### config.mk
export PLATFORM = sky130hd
export DESIGN_NAME = grwc_div
export DESIGN_NICKNAME = d
export VERILOG_FILES = /design/src/sv/grwc_pkg.sv /design/src/sv/grwc_div.sv
export SDC_FILE = /design/constraint.sdc
export NUM_CORES = 1
export LEC_CHECK = 0
export BUFFER_PORTS_ARGS = -buffer_cell sky130_fd_sc_hd__clkbuf_2
export CAP_MARGIN = 10
export CORE_MARGIN = 4
export CORE_UTILIZATION = 58
export CTS_CLUSTER_SIZE = 10
export DETAILED_ROUTE_END_ITERATION = 10
export PLACE_DENSITY = 0.95
export SYNTH_ARGS = -nofsm -noshare
export SYNTH_HDL_FRONTEND = slang
export SYNTH_SLANG_ARGS = --single-unit
### constraint.sdc
create_clock -name clk -period 6 [get_ports clk]
set_input_delay 1.2 -clock clk [delete_from_list [all_inputs] [get_ports clk]]
set_output_delay 1.2 -clock clk [all_outputs]
set_load 0.01 [all_outputs]
### src/sv/grwc_pkg.sv
// package with shared constants, types and the colour table of the ray caster
package grwc_pkg;

    localparam int MAP_DIM_DEF   = 64;
    localparam int HEIGHT_CAP    = 2000;
    localparam logic [7:0] EMPTY_CELL = 8'h30;
    localparam logic [7:0] DARKEN     = 8'd20;
    localparam int DIV_W         = 32;
    localparam int DIVISOR_W     = 16;

    // register indexes on the configuration port
    localparam logic [1:0] REG_MAP_ROWS      = 2'd0;
    localparam logic [1:0] REG_MAP_COLS      = 2'd1;
    localparam logic [1:0] REG_SCREEN_HEIGHT = 2'd2;

    typedef enum logic [3:0] {
        ST_IDLE,
        ST_INIT,
        ST_LOAD,
        ST_WALK,
        ST_READ,
        ST_DIST,
        ST_DIVD,
        ST_HGT,
        ST_DIVH,
        ST_PUSH
    } state_t;

    typedef struct packed {
        logic                 start;
        logic [DIV_W-1:0]     dividend;
        logic [DIVISOR_W-1:0] divisor;
    } div_req_t;

    typedef struct packed {
        logic             done;
        logic [DIV_W-1:0] quotient;
    } div_rsp_t;

    typedef struct packed {
        logic [7:0] blue;
        logic [7:0] green;
        logic [7:0] red;
    } rgb_t;

    // wall colour by type byte, darkened on column side
    function automatic rgb_t wall_colour(input logic [7:0] wtype, input logic side);
        rgb_t c;
        case (wtype)
            8'h31:   c = '{blue: 8'd20,  green: 8'd150, red: 8'd50};
            8'h32:   c = '{blue: 8'd20,  green: 8'd50,  red: 8'd200};
            8'h33:   c = '{blue: 8'd150, green: 8'd20,  red: 8'd50};
            8'h34:   c = '{blue: 8'd55,  green: 8'd40,  red: 8'd40};
            8'h35:   c = '{blue: 8'd150, green: 8'd200, red: 8'd200};
            8'h36:   c = '{blue: 8'd168, green: 8'd168, red: 8'd60};
            8'h56:   c = '{blue: 8'd40,  green: 8'd168, red: 8'd170};
            default: c = '{blue: 8'd20,  green: 8'd20,  red: 8'd20};
        endcase
        if (side)
        begin
            c.red   = c.red - DARKEN;
            c.green = c.green - DARKEN;
            c.blue  = c.blue - DARKEN;
        end
        return c;
    endfunction

endpackage

### src/sv/grwc_div.sv
// iterative restoring divider, one quotient bit per cycle
module grwc_div
    import grwc_pkg::*;
(
    input  logic     clk,
    input  logic     rst_n,
    input  div_req_t req,
    output div_rsp_t rsp
);

    localparam int CW = $clog2(DIV_W + 1);

    logic [DIV_W-1:0]     dvd_reg, dvd_next;
    logic [DIVISOR_W:0]   rem_reg, rem_next;
    logic [DIVISOR_W-1:0] dsr_reg, dsr_next;
    logic [CW-1:0]        cnt_reg, cnt_next;
    logic                 busy_reg, busy_next;
    logic                 done_reg, done_next;
    logic [DIVISOR_W:0]   rem_shift;

    // one shift and trial subtract per cycle
    always_comb
    begin
        dvd_next  = dvd_reg;
        rem_next  = rem_reg;
        dsr_next  = dsr_reg;
        cnt_next  = cnt_reg;
        busy_next = busy_reg;
        done_next = 1'b0;
        rem_shift = {rem_reg[DIVISOR_W-1:0], dvd_reg[DIV_W-1]};
        if (req.start)
        begin
            dvd_next  = req.dividend;
            rem_next  = '0;
            dsr_next  = req.divisor;
            cnt_next  = CW'(DIV_W);
            busy_next = 1'b1;
        end
        else if (busy_reg)
        begin
            if (rem_shift >= {1'b0, dsr_reg})
            begin
                rem_next = rem_shift - {1'b0, dsr_reg};
                dvd_next = {dvd_reg[DIV_W-2:0], 1'b1};
            end
            else
            begin
                rem_next = rem_shift;
                dvd_next = {dvd_reg[DIV_W-2:0], 1'b0};
            end
            cnt_next = cnt_reg - 1'b1;
            if (cnt_reg == CW'(1))
            begin
                busy_next = 1'b0;
                done_next = 1'b1;
            end
        end
    end

    // control state
    always_ff @(posedge clk or negedge rst_n)
    begin
        if (!rst_n)
        begin
            busy_reg <= 1'b0;
            done_reg <= 1'b0;
            cnt_reg  <= '0;
        end
        else
        begin
            busy_reg <= busy_next;
            done_reg <= done_next;
            cnt_reg  <= cnt_next;
        end
    end

    // operands
    always_ff @(posedge clk)
    begin
        dvd_reg <= dvd_next;
        rem_reg <= rem_next;
        dsr_reg <= dsr_next;
    end

    assign rsp.done     = done_reg;
    assign rsp.quotient = dvd_reg;

endmodule

Word-level counts from Yosys, hierarchy flattened. Cells that the tools add are included.

Input port bits: 51. Word-level logic and storage cells: 23. Output and inout port bits: 33. Bits in registers: 72.

Add/sub/neg operators: 2. Reductions and logical operators: 1. Eq/ne operators: 1. $lt $le $gt $ge: 1. Mux-type cells: 12.

Operator list (count): two-way mux 32 bit (2); >= comparator 17 x 16 -> 1 bit (1); two-way mux 16 bit (1); subtractor 16 bit (1); two-way mux 6 bit (2); two-way mux 1 bit (7); == test 6 x 1 -> 1 bit (second input constant) (1); subtractor 6 x 1 -> 6 bit (second input constant) (1); nonzero test 2 bit (1).

Logic depth before layout (Yosys ltp).
Depth in word-level cells: 4. Depth in mapped cells: 12. Depth with buffers taken out: 10.

Worst setup path before layout. OpenSTA, ideal clock, no wires.

Kind: input to register. Start point: input req[48] in the netlist's numbering. End point: register dvd_reg[0] (enable). Cell stages on the path: 3. Setup slack: 3253 ps. Buffers on the path: 1. Arrival: 2360 ps. Setup time: 387 ps. Required time: 5613 ps. Cell sequence: buf_1 -> nor2_1 -> inv_1.

Word-level cells in the longest chain between the ends: 1.

RTL lines: start: declaration (RTL line grwc_div.sv:7) `input div_req_t req,`; nonzero test 2 bit (no line); end signal: assignment (RTL line grwc_div.sv:80) `dvd_reg <= dvd_next;`; end: declaration (RTL line grwc_div.sv:13) `logic [DIV_W-1:0] dvd_reg, dvd_next;`.

Every way passes these cells. A chain may end at the register's enable or synchronous reset.

Worst setup path after layout.
Start point: register rem_reg[11]. End point: register rem_reg[3].

Word-level cells in the longest chain between the ends: 2.

RTL lines: start: declaration (RTL line grwc_div.sv:14) `logic [DIVISOR_W:0] rem_reg, rem_next;`; start signal: assignment (RTL line grwc_div.sv:81) `rem_reg <= rem_next;`; >= comparator 17 x 16 -> 1 bit (RTL line grwc_div.sv:41) `if (rem_shift >= {1'b0, dsr_reg})`; two-way mux 16 bit (RTL line grwc_div.sv:41).

Every way passes these cells.

==> results.yml <==
route:
  wl_met3_um: 579
  ant_nets: 0
  finalWirelength_mm: 7.732
  highest-signal-layer: "met4"
  drt-initial-drc-count: 250
  wl_per_cell_um: 16.24
  avgViaCountPerCell: 5.710
  drcViolationCount: 0
  met1_length_mm: 3.214
  wl_met2_mm: 3.862
  dr.pass1.iters: 4
  vias: 2718
global_route:
  grt_use_total: 0.2164
  grt_first_pass_wirelength_mm: 12.98
  grt_pass1_vias: 2734
  overflow: 0
  antenna_found_initial: 0
  grt_max_degree: 67
setup_path:
  r2r_setup_slack_ns: 2.98
  critPathRequiredTime_ns: 6.25
  path_cells: "ha_1, a21oi_1, o21ai_1, o21bai_2, o31ai_4, o21a_1, mux2i_1, a211oi_1"
  arrival_ns: 3.28
  critPathKind: "flop to flop"
  slowest_delay_ns: 0.88
  cp-end-kind: "flop"
  rr_startpoint: "rem_reg[11]"
  r2r-end: "rem_reg[3]"
  r2r_cells: 8
  critPathMaxFanout: 24
  slowest_stage: "o21a_1"
  start_kind: "flop"
run_status:
  status: "complete, no violations"
die:
  dieHeight_um: 88.26
  die_x_um: 88.26
  core_um2: 6096
  initial_core_util: 0.6129
  fp-row-count: 28
  design.die.area_um2: 7790
  io-pin-count: 84
logic_synthesis:
  synth_compound_area_frac: 0.1149
  synthAdderAreaFrac: 0.06564
  synth.avg_cell_area_um2: 11.90
  synthTopCellsByCount: "48 x edfxtp_1, 31 x mux2_2, 23 x inv_1, 23 x nor2_1"
  yosys.area.top_type: "edfxtp_1"
  synth_xor_area_frac: 0.03985
  ys_ff_latch: 72
  synthCells: 314
  synth_fp_nets: 384
  yosysUniqueCellTypes: 48
  async_reset_ff_frac: 0.1111
  synth_ff_type: "edfxtp_1"
  synth_most_common_cell: "edfxtp_1"
  synth_top_family_by_area: "multiplexers"
  synth_warnings: 0
  synth_edf_count: 48
  synth-simple-area-share: 0.08339
  synthMuxAreaShare: 0.1256
  syn_area_um2: 3736
  synthTopCellsByArea: "edfxtp_1 39%, mux2_2 9.3%, dfxtp_1 8.6%, ha_1 6.0%, dfrtp_1 5.4%"
  synth_top_area_frac: 0.3858
  seq_area_frac_synth: 0.5251
power:
  power_frac_clock: 0.282
  power.share.sequential: 0.490
  leakagePower_nw: 1.992
  finalPower_mw: 1.341
  powerDensity_nw_per_um2: 305.3
  power.switching_mw: 0.3971
  peakVddDrop_uv: 237.0
  switching_share: 0.2962
  internal_power_mw: 0.9436
  p_comb_frac: 0.228
timing:
  fin_crit_sh: 0.5040
  period_needed_ns: 3.024
  slew_viol_final: 0
  worst_pin_slew_ns: 1.081
  finClkSkew_ns: 0.008978
  relSlewSlack: 0.2794
  finalSetupViolCount: 0
  tns_ns: 0
  hold_viol_final: 0
  rsz0062_at_grt: "false"
  fmax_ghz: 0.3307
worst_hold_path:
  hold_depth: 2
  min_path_type: "flop to flop"
  min_to: "rem_reg[10]"
  hold_start: "rem_reg[10]"
final_layout:
  antenna_cells: 0
  final-seq-area_um2: 1962
  nNetsFinal: 466
  fin_util: 0.7204
  multiInputGateArea_um2: 1604
  syn2layout_area_growth_pct: 17.55
  nFillCells: 444
  design_area_um2: 4392
  largest_reg_flops: 32
  drive_above_1_share: 0.3392
place:
  gp_congestion: 0.8814
  dp_hpwl_mm: 5.557
  placed_area_um2: 4169
  portBuffers: 83
clocking:
  clock_latency_ns: 0.35
  htreeDepth: 3
  cts-root-buf: "clkbuf_8"
  cts_buffers: 9
  cts_resized: 0
  cts_sinks: 72
  clkTransAtPathRegs_ns: 0.08
  cts_max_path_buffers: 2
  postCtsSetupBuffers: 0
  hold_buffers: 0
  cts_tree: "yes"
job:
  cap_viol_max_count: 0
## worst max path at each step
stage / from / to / slack, ns / cells past startpoint
final: rem_reg[11] / rem_reg[3] / 2.98 / 8
after global routing: dsr_reg[4] / rem_reg[3] / 2.82 / 8
after global placement: req[48] / dvd_reg[27] / 2.47 / 4
after floorplan: req[48] / dvd_reg[0] / 3.25 / 3
after detailed placement: req[48] / dvd_reg[27] / 2.32 / 4
after CTS: req[48] / dvd_reg[6] / 2.71 / 4
## placed cells by master, fill, tap and decap left out, types with 4 or more instances in the layout
cell and instances:
nor3_1 4, o21ai_0 6, clkbuf_2 83, dfxtp_1 16, xnor2_1 9, ha_1 18, mux2i_1 12, nor2_1 23
o21ai_1 6, clkbuf_8 9, a211oi_1 10, a32oi_1 5, nand2_1 18, inv_1 23, nand2b_1 5, xor2_1 8
a21oi_1 13, mux2_2 31, dfrtp_1 8, edfxtp_1 48
## area by class of cell
type	instances	share of cell area
clock buffer	10	0.02906
clock inverter	6	0.01538
inverter	23	0.01966
multi-input combinational	205	0.3652
sequential	72	0.4467
tap	75	0.02137
timing repair buffer	85	0.1026
## cell families (layout without fill, tap and decap cells)
group	count (synthesis)	count (layout)
AND/OR/NAND/NOR	66	66
adder cells (fa/ha/maj)	19	19
AO/OA/AOI/OAI	60	60
XOR/XNOR	17	17
multiplexers	43	43
buffers and inverters	37	124
flip-flops	72	72
## worst max-delay path: cells and delay by family (launching register included)
kind | cells | cell delay (ns)
muxes | 1 | 0.21
adders and majority gates | 1 | 0.40
DFF | 1 | 0.34
AOI/OAI and AO/OA | 6 | 1.99
## metal layers
metal	global-route usage	vias up
met4	0.06593	0
met2	0.3623	101
met1	0.2758	1284
met5	0	-
li1	-	1325
met3	0.05866	8
## power groups by stage
| stage | Combinational [mW] | Clock (mW) | Sequential, mW |
|---|---|---|---|
| 3_5_place_dp | 0.303 | 0 | 0.665 |
| 4_1_cts | 0.305 | 0.385 | 0.658 |
| 6_report | 0.306 | 0.377 | 0.658 |
| 3_3_place_gp | 0.289 | 0 | 0.663 |
| 2_1_floorplan | 0.206 | 0 | 0.666 |
| 5_1_grt | 0.340 | 0.410 | 0.667 |
## metrics by stage
step                      setup slack (ns)  cells  hold slack, ns
after floorplan                      3.253    314          0.4454
after detailed placement             2.317    459          0.4797
after CTS                            2.709    475          0.4882
after global placement               2.475    459          0.4664
after global routing                 2.820    476          0.5245
final                                2.976    476          0.4842
Note: power is estimated with default switching activity, not from simulation.
